$ cat src/design/ar_archive_member_deframer_macros.svh
// Assertion helpers shared by the deframer RTL.
// Each expects clk and rst_n in scope.
`ifndef AR_ARCHIVE_MEMBER_DEFRAMER_MACROS_SVH
`define AR_ARCHIVE_MEMBER_DEFRAMER_MACROS_SVH

// Property must hold at every clock edge out of reset.
`define AR_AMD_ASSERT(name, prop, msg) \
  name: assert property (@(posedge clk) disable iff (!rst_n) prop) \
    else $error(msg);

// Condition must never be seen at a clock edge out of reset.
`define AR_AMD_NEVER(name, cond, msg) \
  name: assert property (@(posedge clk) disable iff (!rst_n) !(cond)) \
    else $error(msg);

`endif

$ cat src/design/ar_amd_pkg.sv
// ----------------------------------------------------------------------------
// ar_amd_pkg
// Types, constants and helpers of the ar archive member deframer.
// ----------------------------------------------------------------------------
package ar_amd_pkg;

  localparam int NAME_BYTES   = 16;
  localparam int SIZE_DIGITS  = 10;
  localparam int HEADER_BYTES = 60;
  localparam int MAGIC_BYTES  = 8;
  localparam int SIZE_AT      = 48;

  localparam logic [5:0] NAME_END    = 6'(NAME_BYTES);
  localparam logic [5:0] SIZE_START  = 6'(SIZE_AT);
  localparam logic [5:0] SIZE_END    = 6'(SIZE_AT + SIZE_DIGITS);
  localparam logic [5:0] TRAILER_AT  = 6'(HEADER_BYTES - 2);
  localparam logic [5:0] HEADER_LAST = 6'(HEADER_BYTES - 1);
  localparam logic [5:0] MAGIC_LAST  = 6'(MAGIC_BYTES - 1);

  localparam logic [7:0] CH_SLASH  = 8'h2F;
  localparam logic [7:0] CH_SPACE  = 8'h20;
  localparam logic [7:0] CH_ZERO   = 8'h30;
  localparam logic [7:0] CH_NINE   = 8'h39;
  localparam logic [7:0] TRAILER_0 = 8'h60;
  localparam logic [7:0] TRAILER_1 = 8'h0A;

  localparam logic [31:0] SAT32 = 32'hFFFF_FFFF;

  localparam int OUTQ_DEPTH = 4;
  localparam int OUTQ_AW    = $clog2(OUTQ_DEPTH);
  localparam int OUTQ_CW    = $clog2(OUTQ_DEPTH + 1);

  typedef enum logic [2:0] {
    PH_MAGIC,
    PH_HEADER,
    PH_PAYLOAD,
    PH_PAD,
    PH_STOP
  } phase_t;

  typedef enum logic [1:0] {
    EV_HEADER,
    EV_PAYLOAD,
    EV_BAD_MAGIC,
    EV_END
  } event_t;

  typedef enum logic [1:0] {
    KIND_REGULAR,
    KIND_SYMBOL_INDEX,
    KIND_NAME_TABLE,
    KIND_NAME_REF
  } kind_t;

  typedef struct packed {
    logic [7:0] data_byte;
    logic       last;
  } in_item_t;

  typedef struct packed {
    logic [1:0]  event_res;
    logic [1:0]  member_kind;
    logic [31:0] payload_offset;
    logic [33:0] body_size;
    logic [63:0] name_low;
    logic [63:0] name_high;
    logic [31:0] long_name_offset;
    logic        long_name_valid;
    logic [7:0]  payload_data;
    logic        member_last;
    logic        end_truncated;
    logic        run_last;
  } out_item_t;

  typedef struct packed {
    logic [1:0] count;
    out_item_t  first;
    out_item_t  second;
  } outq_push_t;

  typedef struct packed {
    logic room;
  } outq_stat_t;

  function automatic logic is_digit(input logic [7:0] c);
    return (c >= CH_ZERO) && (c <= CH_NINE);
  endfunction

endpackage

$ cat src/design/ar_amd_outq.sv
// ----------------------------------------------------------------------------
// ar_amd_outq
// Small result queue: takes up to two results a cycle, hands out one.
// ----------------------------------------------------------------------------
`include "ar_archive_member_deframer_macros.svh"

module ar_amd_outq import ar_amd_pkg::*; (
  input  logic       clk,
  input  logic       rst_n,
  input  outq_push_t push,
  output outq_stat_t status,
  output logic       out_valid,
  input  logic       out_stall,
  output out_item_t  out_item
);

  out_item_t            entry_r [OUTQ_DEPTH];
  logic [OUTQ_AW-1:0]   head_r, head_nxt;
  logic [OUTQ_AW-1:0]   tail_r, tail_nxt;
  logic [OUTQ_CW-1:0]   count_r, count_nxt;
  logic [OUTQ_AW-1:0]   tail_plus1;
  logic                 pop;

  assign out_valid     = (count_r != '0);
  assign out_item      = entry_r[head_r];
  assign pop           = out_valid && !out_stall;
  assign status.room   = (count_r <= OUTQ_CW'(OUTQ_DEPTH - 2));
  assign tail_plus1    = tail_r + OUTQ_AW'(1);

  always_comb begin
    head_nxt  = pop ? head_r + OUTQ_AW'(1) : head_r;
    tail_nxt  = tail_r + OUTQ_AW'(push.count);
    count_nxt = OUTQ_CW'(count_r + OUTQ_CW'(push.count) - OUTQ_CW'(pop));
  end

  always_ff @(posedge clk) begin
    if (!rst_n) begin
      head_r  <= '0;
      tail_r  <= '0;
      count_r <= '0;
    end else begin
      head_r  <= head_nxt;
      tail_r  <= tail_nxt;
      count_r <= count_nxt;
    end
  end

  // Entries carry no reset: only counted entries are ever read.
  always_ff @(posedge clk) begin
    if (push.count != 2'd0) begin
      entry_r[tail_r] <= push.first;
    end
    if (push.count == 2'd2) begin
      entry_r[tail_plus1] <= push.second;
    end
  end

  `AR_AMD_NEVER(a_outq_overflow, count_r > OUTQ_CW'(OUTQ_DEPTH), "result queue overflow")
  `AR_AMD_ASSERT(a_outq_push_room, (push.count != 2'd0) |-> status.room, "push without room")
  `AR_AMD_ASSERT(a_outq_drain, (pop && push.count == 2'd0) |=> (count_r == $past(count_r) - OUTQ_CW'(1)), "pop did not drain")

endmodule

$ cat src/design/ar_archive_member_deframer.sv
// ----------------------------------------------------------------------------
// ar_archive_member_deframer
// Splits a Unix ar archive byte stream into member descriptors and payload.
// ----------------------------------------------------------------------------
// Usage:
//   in_*  : one archive byte per transfer (data_byte, last). last marks the
//           final byte; the block then returns to its start state.
//   out_* : results. Each completed 60-byte header yields a member header
//           (or bad-magic) result, each payload byte of a regular or name-reference
//           member a payload result, and the last byte an archive-end result after
//           any other result of that byte. run_last marks the final result
//           of one input byte.
//   Timing: a result is registered in the queue and shown on out_valid in the
//   cycle after its byte's transfer, later only while older results still wait.
//   Throughput: one byte per cycle while in_stall is low; header parsing is
//   done per byte as it arrives, so the header-end byte is taken like any other.
//   Results go through a four-entry queue; in_stall rises when fewer than
//   two entries are free, so a stalled receiver backs up the input once
//   three results wait, and at most four are ever held. Nothing is dropped.
//   Reset (rst_n low, synchronous) clears the parse state but the name
//   registers, and the queue; no clearing pass is needed, the name registers
//   are rewritten by every header before they are read.
// ----------------------------------------------------------------------------
`include "ar_archive_member_deframer_macros.svh"

module ar_archive_member_deframer import ar_amd_pkg::*; (
  input  logic      clk,
  input  logic      rst_n,
  input  logic      in_valid,
  output logic      in_stall,
  input  in_item_t  in_item,
  output logic      out_valid,
  input  logic      out_stall,
  output out_item_t out_item
);

  // Parse state
  phase_t      phase_r, phase_nxt, phase_step;
  logic [5:0]  bpos_r, bpos_nxt, bpos_step;
  logic [31:0] aoff_r, aoff_nxt, aoff_inc;
  logic [33:0] prem_r, prem_nxt, prem_dec;
  logic [33:0] sacc_r, sacc_nxt, sacc_step;
  logic        sdone_r, sdone_nxt;
  logic [31:0] lacc_r, lacc_nxt, lacc_sat;
  logic [35:0] lacc_mul;
  logic        lrun_r, lrun_nxt;
  logic        tok_r, tok_nxt;
  logic [33:0] tsize_r, tsize_nxt;
  logic        tseen_r, tseen_nxt;
  kind_t       kind_r, kind_nxt, hdr_kind;
  logic        pad_r, pad_nxt;
  logic        cut_r, cut_nxt, cut_now;
  logic        n0_slash_r, n0_slash_nxt;
  logic        n1_slash_r, n1_slash_nxt;
  logic        n1_space_r, n1_space_nxt;
  logic        n1_digit_r, n1_digit_nxt;

  // Trimmed short name, one byte register per position
  logic [7:0]  name_r [NAME_BYTES];
  logic [63:0] name_lo, name_hi;

  // Per-byte decode
  logic [7:0]  b;
  logic        in_fire;
  logic        in_name, in_size, at_trail0, at_hdr_end;
  logic        b_digit, b_sep;
  logic        magic_ok;
  logic        hdr_end, pay_byte, trunc;

  // Results
  out_item_t   main_res, end_res;
  logic        main_valid;
  outq_push_t  push;
  outq_stat_t  q_status;

  assign b        = in_item.data_byte;
  assign in_stall = !q_status.room;
  assign in_fire  = in_valid && !in_stall;

  assign in_name    = (bpos_r < NAME_END);
  assign in_size    = (bpos_r >= SIZE_START) && (bpos_r < SIZE_END);
  assign at_trail0  = (bpos_r == TRAILER_AT);
  assign at_hdr_end = (bpos_r >= HEADER_LAST);
  assign b_digit    = is_digit(b);
  assign b_sep      = (b == CH_SLASH) || (b == CH_SPACE);
  assign cut_now    = b_sep || ((bpos_r != 6'd0) && cut_r);
  // Trailer first byte was latched one byte earlier
  assign magic_ok   = tok_r && (b == TRAILER_1);

  assign hdr_end  = (phase_r == PH_HEADER) && at_hdr_end;
  assign pay_byte = (phase_r == PH_PAYLOAD);

  assign aoff_inc  = (aoff_r == SAT32) ? aoff_r : aoff_r + 32'd1;
  assign prem_dec  = prem_r - 34'd1;
  assign sacc_step = 34'(sacc_r * 34'd10 + {30'd0, b[3:0]});
  assign lacc_mul  = {4'd0, lacc_r} * 36'd10 + {32'd0, b[3:0]};
  assign lacc_sat  = (lacc_mul > {4'd0, SAT32}) ? SAT32 : lacc_mul[31:0];

  always_comb begin
    if (n0_slash_r && n1_slash_r) begin
      hdr_kind = KIND_NAME_TABLE;
    end else if (n0_slash_r && n1_space_r) begin
      hdr_kind = KIND_SYMBOL_INDEX;
    end else if (n0_slash_r && n1_digit_r) begin
      hdr_kind = KIND_NAME_REF;
    end else begin
      hdr_kind = KIND_REGULAR;
    end
  end

  always_comb begin
    for (int i = 0; i < 8; i++) begin
      name_lo[8*i +: 8] = name_r[i];
      name_hi[8*i +: 8] = name_r[i+8];
    end
  end

  // Next phase and byte position
  always_comb begin
    phase_step = phase_r;
    bpos_step  = bpos_r;
    case (phase_r)
      PH_MAGIC: begin
        if (bpos_r >= MAGIC_LAST) begin
          phase_step = PH_HEADER;
          bpos_step  = 6'd0;
        end else begin
          bpos_step = bpos_r + 6'd1;
        end
      end
      PH_HEADER: begin
        if (at_hdr_end) begin
          bpos_step = 6'd0;
          if (!magic_ok) begin
            phase_step = PH_STOP;
          end else if (sacc_r != 34'd0) begin
            phase_step = PH_PAYLOAD;
          end else begin
            phase_step = PH_HEADER;
          end
        end else begin
          bpos_step = bpos_r + 6'd1;
        end
      end
      PH_PAYLOAD: begin
        if (prem_dec == 34'd0) begin
          phase_step = pad_r ? PH_PAD : PH_HEADER;
        end
      end
      PH_PAD: begin
        phase_step = PH_HEADER;
      end
      PH_STOP: begin
        phase_step = PH_STOP;
      end
      default: begin
        phase_step = PH_MAGIC;
      end
    endcase

    phase_nxt = phase_r;
    bpos_nxt  = bpos_r;
    if (in_fire) begin
      phase_nxt = in_item.last ? PH_MAGIC : phase_step;
      bpos_nxt  = in_item.last ? 6'd0 : bpos_step;
    end
  end

  // Archive ends inside the magic, a header or owed payload
  assign trunc = (phase_step == PH_MAGIC) || (phase_step == PH_PAYLOAD) ||
                 ((phase_step == PH_HEADER) && (bpos_step != 6'd0));

  // Datapath registers
  always_comb begin
    aoff_nxt     = aoff_r;
    prem_nxt     = prem_r;
    sacc_nxt     = sacc_r;
    sdone_nxt    = sdone_r;
    lacc_nxt     = lacc_r;
    lrun_nxt     = lrun_r;
    tok_nxt      = tok_r;
    tsize_nxt    = tsize_r;
    tseen_nxt    = tseen_r;
    kind_nxt     = kind_r;
    pad_nxt      = pad_r;
    cut_nxt      = cut_r;
    n0_slash_nxt = n0_slash_r;
    n1_slash_nxt = n1_slash_r;
    n1_space_nxt = n1_space_r;
    n1_digit_nxt = n1_digit_r;

    if (in_fire) begin
      aoff_nxt = aoff_inc;

      if (phase_r == PH_HEADER) begin
        if (in_name) begin
          cut_nxt = cut_now;
          if (bpos_r == 6'd0) begin
            n0_slash_nxt = (b == CH_SLASH);
            lrun_nxt     = (b == CH_SLASH);
            lacc_nxt     = 32'd0;
          end else if (lrun_r && b_digit) begin
            lacc_nxt = lacc_sat;
          end else begin
            lrun_nxt = 1'b0;
          end
          if (bpos_r == 6'd1) begin
            n1_slash_nxt = (b == CH_SLASH);
            n1_space_nxt = (b == CH_SPACE);
            n1_digit_nxt = b_digit;
          end
        end else if (in_size) begin
          if (!sdone_r) begin
            if (b_digit) begin
              sacc_nxt = sacc_step;
            end else begin
              sdone_nxt = 1'b1;
            end
          end
        end else if (at_trail0) begin
          tok_nxt = (b == TRAILER_0);
        end

        if (at_hdr_end && magic_ok) begin
          if (hdr_kind == KIND_NAME_TABLE) begin
            tsize_nxt = sacc_r;
            tseen_nxt = 1'b1;
          end
          kind_nxt  = hdr_kind;
          prem_nxt  = sacc_r;
          pad_nxt   = sacc_r[0];
          sacc_nxt  = 34'd0;
          sdone_nxt = 1'b0;
          tok_nxt   = 1'b1;
        end
      end

      if (pay_byte) begin
        prem_nxt = prem_dec;
      end

      // Archive end: back to the start state
      if (in_item.last) begin
        aoff_nxt  = 32'd0;
        prem_nxt  = 34'd0;
        sacc_nxt  = 34'd0;
        sdone_nxt = 1'b0;
        lacc_nxt  = 32'd0;
        tok_nxt   = 1'b1;
        tsize_nxt = 34'd0;
        tseen_nxt = 1'b0;
        kind_nxt  = KIND_REGULAR;
        pad_nxt   = 1'b0;
      end
    end
  end

  // Result assembly
  always_comb begin
    main_res   = '0;
    main_valid = 1'b0;
    if (in_fire && hdr_end) begin
      main_valid = 1'b1;
      if (!magic_ok) begin
        main_res.event_res = EV_BAD_MAGIC;
      end else begin
        main_res.event_res      = EV_HEADER;
        main_res.member_kind    = hdr_kind;
        main_res.payload_offset = aoff_inc;
        main_res.body_size      = sacc_r;
        main_res.name_low       = name_lo;
        main_res.name_high      = name_hi;
        main_res.member_last    = (sacc_r == 34'd0);
        if (hdr_kind == KIND_NAME_REF) begin
          main_res.long_name_offset = lacc_r;
          main_res.long_name_valid  = tseen_r && ({2'd0, lacc_r} < tsize_r);
        end
      end
    end else if (in_fire && pay_byte &&
                 (kind_r == KIND_REGULAR || kind_r == KIND_NAME_REF)) begin
      main_valid            = 1'b1;
      main_res.event_res    = EV_PAYLOAD;
      main_res.payload_data = b;
      main_res.member_last  = (prem_dec == 34'd0);
    end
    main_res.run_last = !in_item.last;

    end_res               = '0;
    end_res.event_res     = EV_END;
    end_res.end_truncated = trunc;
    end_res.run_last      = 1'b1;

    push.count  = 2'd0;
    push.first  = main_valid ? main_res : end_res;
    push.second = end_res;
    if (in_fire) begin
      push.count = 2'({1'b0, main_valid} + {1'b0, in_item.last});
    end
  end

  always_ff @(posedge clk) begin
    if (!rst_n) begin
      phase_r    <= PH_MAGIC;
      bpos_r     <= 6'd0;
      aoff_r     <= 32'd0;
      prem_r     <= 34'd0;
      sacc_r     <= 34'd0;
      sdone_r    <= 1'b0;
      lacc_r     <= 32'd0;
      lrun_r     <= 1'b0;
      tok_r      <= 1'b1;
      tsize_r    <= 34'd0;
      tseen_r    <= 1'b0;
      kind_r     <= KIND_REGULAR;
      pad_r      <= 1'b0;
      cut_r      <= 1'b0;
      n0_slash_r <= 1'b0;
      n1_slash_r <= 1'b0;
      n1_space_r <= 1'b0;
      n1_digit_r <= 1'b0;
    end else begin
      phase_r    <= phase_nxt;
      bpos_r     <= bpos_nxt;
      aoff_r     <= aoff_nxt;
      prem_r     <= prem_nxt;
      sacc_r     <= sacc_nxt;
      sdone_r    <= sdone_nxt;
      lacc_r     <= lacc_nxt;
      lrun_r     <= lrun_nxt;
      tok_r      <= tok_nxt;
      tsize_r    <= tsize_nxt;
      tseen_r    <= tseen_nxt;
      kind_r     <= kind_nxt;
      pad_r      <= pad_nxt;
      cut_r      <= cut_nxt;
      n0_slash_r <= n0_slash_nxt;
      n1_slash_r <= n1_slash_nxt;
      n1_space_r <= n1_space_nxt;
      n1_digit_r <= n1_digit_nxt;
    end
  end

  // Store name bytes, zeroed from the first slash or space on
  always_ff @(posedge clk) begin
    if (in_fire && (phase_r == PH_HEADER) && in_name) begin
      name_r[bpos_r[3:0]] <= cut_now ? 8'd0 : b;
    end
  end

  ar_amd_outq u_outq (
    .clk       (clk),
    .rst_n     (rst_n),
    .push      (push),
    .status    (q_status),
    .out_valid (out_valid),
    .out_stall (out_stall),
    .out_item  (out_item)
  );

  `AR_AMD_ASSERT(a_payload_owed, (phase_r == PH_PAYLOAD) |-> (prem_r != 34'd0), "payload phase with nothing owed")
  `AR_AMD_ASSERT(a_header_pos, (phase_r == PH_HEADER) |-> (bpos_r <= HEADER_LAST), "header position past end")
  `AR_AMD_ASSERT(a_magic_only_at_start, (in_fire && !in_item.last) |=> ((phase_r != PH_MAGIC) || ($past(phase_r) == PH_MAGIC)), "magic phase re-entered mid archive")

endmodule

$ cat config.mk
export PLATFORM = sky130hd
export DESIGN_NAME = ar_archive_member_deframer
export DESIGN_NICKNAME = d
export VERILOG_FILES = /design/src/design/ar_amd_pkg.sv /design/src/design/ar_amd_outq.sv /design/src/design/ar_archive_member_deframer.sv
export VERILOG_INCLUDE_DIRS = /design/src /design/src/design
export SDC_FILE = /design/constraint.sdc
export NUM_CORES = 2
export LEC_CHECK = 0
export BUFFER_PORTS_ARGS = -buffer_cell sky130_fd_sc_hd__buf_2
export CAP_MARGIN = 20
export CORE_ASPECT_RATIO = 0.7
export CORE_UTILIZATION = 55
export CTS_CLUSTER_DIAMETER = 120
export DETAILED_ROUTE_END_ITERATION = 16
export GPL_TIMING_DRIVEN = 0
export PLACE_DENSITY = 0.77
export SLEW_MARGIN = 10
export SYNTH_ARGS = -nofsm -noshare
export SYNTH_HDL_FRONTEND = slang
export SYNTH_SLANG_ARGS = --single-unit
$ cat constraint.sdc
create_clock -name clk -period 7.2 [get_ports clk]
set_input_delay 1.08 -clock clk [delete_from_list [all_inputs] [get_ports clk]]
set_output_delay 1.08 -clock clk [all_outputs]
set_load 0.01 [all_outputs]
# Yosys cells after proc, flatten, opt, wreduce, memory -nomap -nowiden
# Memories as Yosys holds them, arrays and structs flattened. A register that Yosys moved wholly into a read port is not among the register bits.
# Index checks and enable logic that the tools add are counted.
# Widths: inputs -> output; s select.
# totals
romBits	0
latchBits	0
regBits	194
n_memories	2
in_bits	13
ram_bits	1096
# mem_list
memory	words	width	rd	rd_clocked_by_memory_dff	wr	line	source
u_outq.entry_r	4	242	1	1	2	ar_amd_outq.sv:17	out_item_t entry_r [OUTQ_DEPTH];
name_r	16	8	16	0	1	ar_archive_member_deframer.sv:59	logic [7:0] name_r [NAME_BYTES];
# op_classes
div	0
addsub	11
muxes	86
eq_ne	21
shifts	0
reduce_logical	59
n_bitwise	0
n_mul	2
order_cmp	10
# op_table
cell	count
$mux 34	15
$mux 229	2
$mux 32	8
$mux 242	1
$logic_not 34->1	2
$add 36x4->36	1
$gt 36x32->1 const B	1
$mul 32x3->35 const B	1
$add 34x4->34	1
$lt 32x34->1	1
$mul 34x3->33 const B	1
$reduce_bool 34->1	1
$sub 34x1->34 const B	1
$mux 1	33
$mux 33	1
$add 32x1->32 const B	1
$eq 32x32->1 const B	1
$mux 2	13
$reduce_and 4->1	6
$reduce_bool 3->1	7
$logic_and 1x1->1	19
$mux 6	3
$eq 8x6->1 const B	2
$mux 8	2
37 further kinds	65

# Longest topological paths before layout
# logic_depth
word_depth	11
ltp_mapped	16
mapped_depth_nobuf	15

# By module
# From an unflattened synthesis, not the netlist that was laid out.
# hier_totals
cells_unflattened	4925
area_unflattened_um2	68373.1
# modules_own_cells
mod	cells_per_inst	seq_area_each_um2	area_each_um2	instances
ar_amd_outq	2392	29248.1	46708.5	1
ar_archive_member_deframer	2533	7587.3	21664.5	1

# Least setup slack after synthesis
# OpenSTA, ideal clock, no wires.
# synth_timing
path_kind	register to register
start	reg lacc_r[1]
end	reg lacc_r[18]
period_less_slack_ps	4272
slack_ps	2928
setup_time_ps	71
path_buffers	1
arrival_ps	4201
stages_incl_launch_ff	17
cell_sequence	dfxtp_1 -> ha_1 -> ha_1 -> inv_1 -> fa_1 -> nand2b_1 -> a211o_1 -> a2111oi_4 -> o211ai_1 -> a211o_1 -> and4bb_1 -> nand3b_1 -> nor4_2 -> mux2i_1 -> buf_6 -> o31ai_1 -> a21oi_1
# synth_via
elab_chain_cells	9
# synth_lines
element	line	source
start: declaration	ar_archive_member_deframer.sv:44	logic [31:0] lacc_r, lacc_nxt, lacc_sat;
start signal: assignment	ar_archive_member_deframer.sv:328	lacc_r <= lacc_nxt;
$mul 32x3->35 (*)	ar_archive_member_deframer.sv:96	assign lacc_mul = {4'd0, lacc_r} * 36'd10 + {32'd0, b[3:0]};
$add 36x4->36 (*)	ar_archive_member_deframer.sv:96	
$gt 36x32->1	ar_archive_member_deframer.sv:97	assign lacc_sat = (lacc_mul > {4'd0, SAT32}) ? SAT32 : lacc_mul[31:0];
$mux 32 (*)	ar_archive_member_deframer.sv:97	
$mux 32 (*)	ar_archive_member_deframer.sv:202	end else if (lrun_r && b_digit) begin
$mux 32 (*)	ar_archive_member_deframer.sv:198	if (bpos_r == 6'd0) begin
$mux 32 (*)	ar_archive_member_deframer.sv:196	if (in_name) begin
$mux 32 (*)	ar_archive_member_deframer.sv:195	if (phase_r == PH_HEADER) begin
$mux 32 (*)	ar_archive_member_deframer.sv:243	if (in_item.last) begin
# Every way passes the cells marked *; elsewhere a longest branch is shown, timed or not. The select of a mux whose other input is x is not followed.
# A chain may end at the register's enable or synchronous reset.

==> flow_metrics.env <==
export IMPL_synthSimpleGateAreaFrac_pct=8.97
export IMPL_ys_top_cells_by_area="dfxtp_1 42%, a22o_1 13%, mux4_2 9.9%"
export IMPL_grt_setup_unrepaired="no"
export IMPL_die_y_um=267
export IMPL_hold_viol=0
export IMPL_io_buffer_count=253
export IMPL_setup_viol=0
export IMPL_core_area_mm2=0.0986
export IMPL_drive_gt1_share_pct=13.5
export IMPL_max_slew_margin_pct=16.4
export IMPL_vias=45100
export IMPL_avgViaCountPerCell=6.64
export IMPL_worstPathArrival_ps=6490
export IMPL_cts_setup_buffers=0
export IMPL_ys_warn_count=0
export IMPL_max_cap_violations=0
export IMPL_cp_num_buf_inv=5
export IMPL_pre_cts_ws_ps=999
export IMPL_synth_fp_nets=5167
export IMPL_cts_clk_slew_worst_paths_ps=70
export IMPL_cp_slowest_cell="clkbuf_1"
export IMPL_async_flop_share_pct=0
export IMPL_seq_area_frac_synth_pct=49.4
export IMPL_drt_initial_drc_count=5562
export IMPL_crit_family="buffers and inverters"
export IMPL_ant_nets=0
export IMPL_startpoint_type="flip-flop"
export IMPL_avgSynthCellArea_um2=11.0
export IMPL_crit_path_end_kind="flip-flop"
export IMPL_layout_min_cycle_time_ps=5830
export IMPL_synth_mux_area_share_pct=10.0
export IMPL_synthTopCellsByCount="1160 x dfxtp_1, 848 x a22o_1, 341 x clkbuf_1"
export IMPL_grt_total_usage_pct=33.6
export IMPL_powerDensity_mw_per_mm2=250
export IMPL_placementRows=96
export IMPL_synthFlopType="dfxtp_1"
export IMPL_stdcell_area_mm2=0.0624
export IMPL_numCtsBuffers=116
export IMPL_criticalPathCategory="reg -> reg"
export IMPL_cts_root_buf="clkbuf_16"
export IMPL_synth_top_family_by_area="compound AO/OA/AOI/OAI gates"
export IMPL_die_width_um=380
export IMPL_synth_edf_count=132
export IMPL_drt_pass1_iter_count=7
export IMPL_path_cells="a21oi_1, and2_1, clkbuf_1, clkbuf_1, nand3_1, nand2_1, ha_1, mux2_2, nand2_1, or2_2, clkbuf_1, clkbuf_1, clkbuf_1, nand2_1, o21ai_0"
export IMPL_grt_pass1_wl_um=263000
export IMPL_setup_slack_ps=1370
export IMPL_antenna_found_initial=6
export IMPL_leakagePower_nw=24.1
export IMPL_start_util_pct=55.8
export IMPL_netlist_area_mm2=0.0550
export IMPL_io_pins=257
export IMPL_cp_common_cell="clkbuf_1"
export IMPL_fin_util_pct=63.3
export IMPL_die_area_mm2=0.101
export IMPL_synth_top_area_share_pct=42.2
export IMPL_dp_hpwl_um=122000
export IMPL_synth_most_common_cell="dfxtp_1"
export IMPL_path_max_fanout=10
export IMPL_crit_reg2reg_launch="u_outq.count_r[0]$_SDFF_PN0_"
export IMPL_skew_ps=57.4
export IMPL_area_growth_pct=13.4
export IMPL_htree_levels=3
export IMPL_min_delay_start="u_outq.entry_r[1][230]$_SDFFE_PP0P_"
export IMPL_crit_path_max_incr_delay_ps=990
export IMPL_layout_worst_path_cycle_share_pct=81.0
export IMPL_tns_ps=0
export IMPL_overflow=0
export IMPL_synth_fa_ha_area_share_pct=4.00
export IMPL_clock_tree_buffer_depth=3
export IMPL_cp_required_ps=7860
export IMPL_cts_resized=0
export IMPL_drc=0
export IMPL_yosysTopAreaCell="dfxtp_1"
export IMPL_routedWlPerCell_um=25.7
export IMPL_synth_xor_area_share_pct=2.37
export IMPL_synth_compound_area_share_pct=21.9
export IMPL_clkSinkCount=1292
export IMPL_netlist_instances=4981
export IMPL_clkLatencyLatePin_ps=750
export IMPL_placed_area_mm2=0.0582
export IMPL_nFillCells=7602
export IMPL_finalPower_mw=15.6
export IMPL_grt_pass1_vias=42700
export IMPL_worst_pin_slew_ps=1250
export IMPL_ys_ff_latch=1292
export IMPL_ys_types=86
export IMPL_grt_max_degree=18
export IMPL_finalWeightedCongestion=1.01
export IMPL_cts_tree="built"
export IMPL_hold_buffers=0
export IMPL_worstSetupStartpoint="u_outq.count_r[0]$_SDFF_PN0_"
export IMPL_slew_violations=0
export IMPL_hp_class="reg -> reg"
export IMPL_drt_total_wl_um=175000
export IMPL_fmax_mhz=171
export IMPL_status="complete, no violations"
export IMPL_irDropWorstVdd_mv=0.217
export IMPL_nets=5559
sequential cells by signal, summed over array words and instances, names as in the netlist, 2 cells and up, named ones only:
name            cells
u_outq.head_r       2
bpos_r              6
prem_r             34
tsize_r            34
lacc_r             32
u_outq.count_r      3
u_outq.tail_r       2
name_r            128
u_outq.entry_r    968
sacc_r             34
phase_r             3
aoff_r             32
kind_r              2
metrics by stage:
stage | hold slack (ps) | cells
after CTS | 454 | 6788
after global routing | 472 | 6800
after floorplan | 420 | 4981
after detailed placement | 441 | 6569
after global placement | 430 | 6557
final | 453 | 6800
cells in the final DEF, fill, tap and decap left out, types with 67 or more instances in the layout:
cell       count
dfxtp_1     1160
a21oi_1      201
xor2_1        67
nand2_1      319
ha_1         168
mux4_2       242
xnor2_1       82
a22o_1       848
clkbuf_1     363
inv_1         79
o21ai_0      288
buf_2        256
clkbuf_16    118
nor2_1       275
edfxtp_1     132
kinds of logic (layout without fill, tap and decap cells):
family | after synthesis | count (layout)
adders and majority gates | 173 | 173
muxes | 248 | 248
buffers and inverters | 482 | 975
DFF | 1292 | 1292
other | 0 | 3
xor gates and xnor gates | 149 | 149
and+or+nand+nor | 1023 | 1023
AOI/OAI and AO/OA | 1614 | 1614
report_power, final:
group	total [mW]	internal, mW	switching, mW
Clock	6.74	3.85	2.89
Sequential	7.32	7.30	0.0265
Combinational	1.55	0.512	1.04
worst reg2reg max path, delay by kind of cell (launching register included):
| kind | cells | cell delay [ps] |
|---|---|---|
| buffers and inverters | 5 | 2950 |
| AND/OR/NAND/NOR | 6 | 1370 |
| AO/OA/AOI/OAI | 2 | 440 |
| adder cells (fa/ha/maj) | 1 | 340 |
| flip-flops | 1 | 320 |
| multiplexers | 1 | 310 |
per-layer routing:
| metal | track usage, % | share of wire, % |
|---|---|---|
| met1 | 47.8 | 42 |
| met4 | 14.3 | 4.1 |
| met2 | 49.0 | 43 |
| met3 | 8.03 | 11 |
| met5 | 0 | 0.017 |
area by class of cell:
cell class                      instances  area (µm²)  share of cell area, %
Clock inverter                         60         858                   1.37
Multi-Input combinational cell       3207       26000                   41.7
Clock buffer                          159        3300                   5.28
Buffer                                402        1530                   2.45
Tap cell                             1323        1660                   2.65
Timing Repair Buffer                  274        1560                   2.51
Antenna cell                            3        7.51                 0.0120
Inverter                               80         300                  0.481
Sequential cell                      1292       27200                   43.5
worst paths after layout:
path                                         endpoint  slack (ps)  cells past startpoint
setup / recovery  u_outq.entry_r[1][213]$_SDFFE_PP0P_        1370                     15
hold / removal    u_outq.entry_r[1][230]$_SDFFE_PP0P_         450                      2
setup reg to reg  u_outq.entry_r[1][213]$_SDFFE_PP0P_        1370                     15
hold reg to reg   u_outq.entry_r[1][230]$_SDFFE_PP0P_         450                      2
No activity file was read; power rests on OpenSTA's default activity.
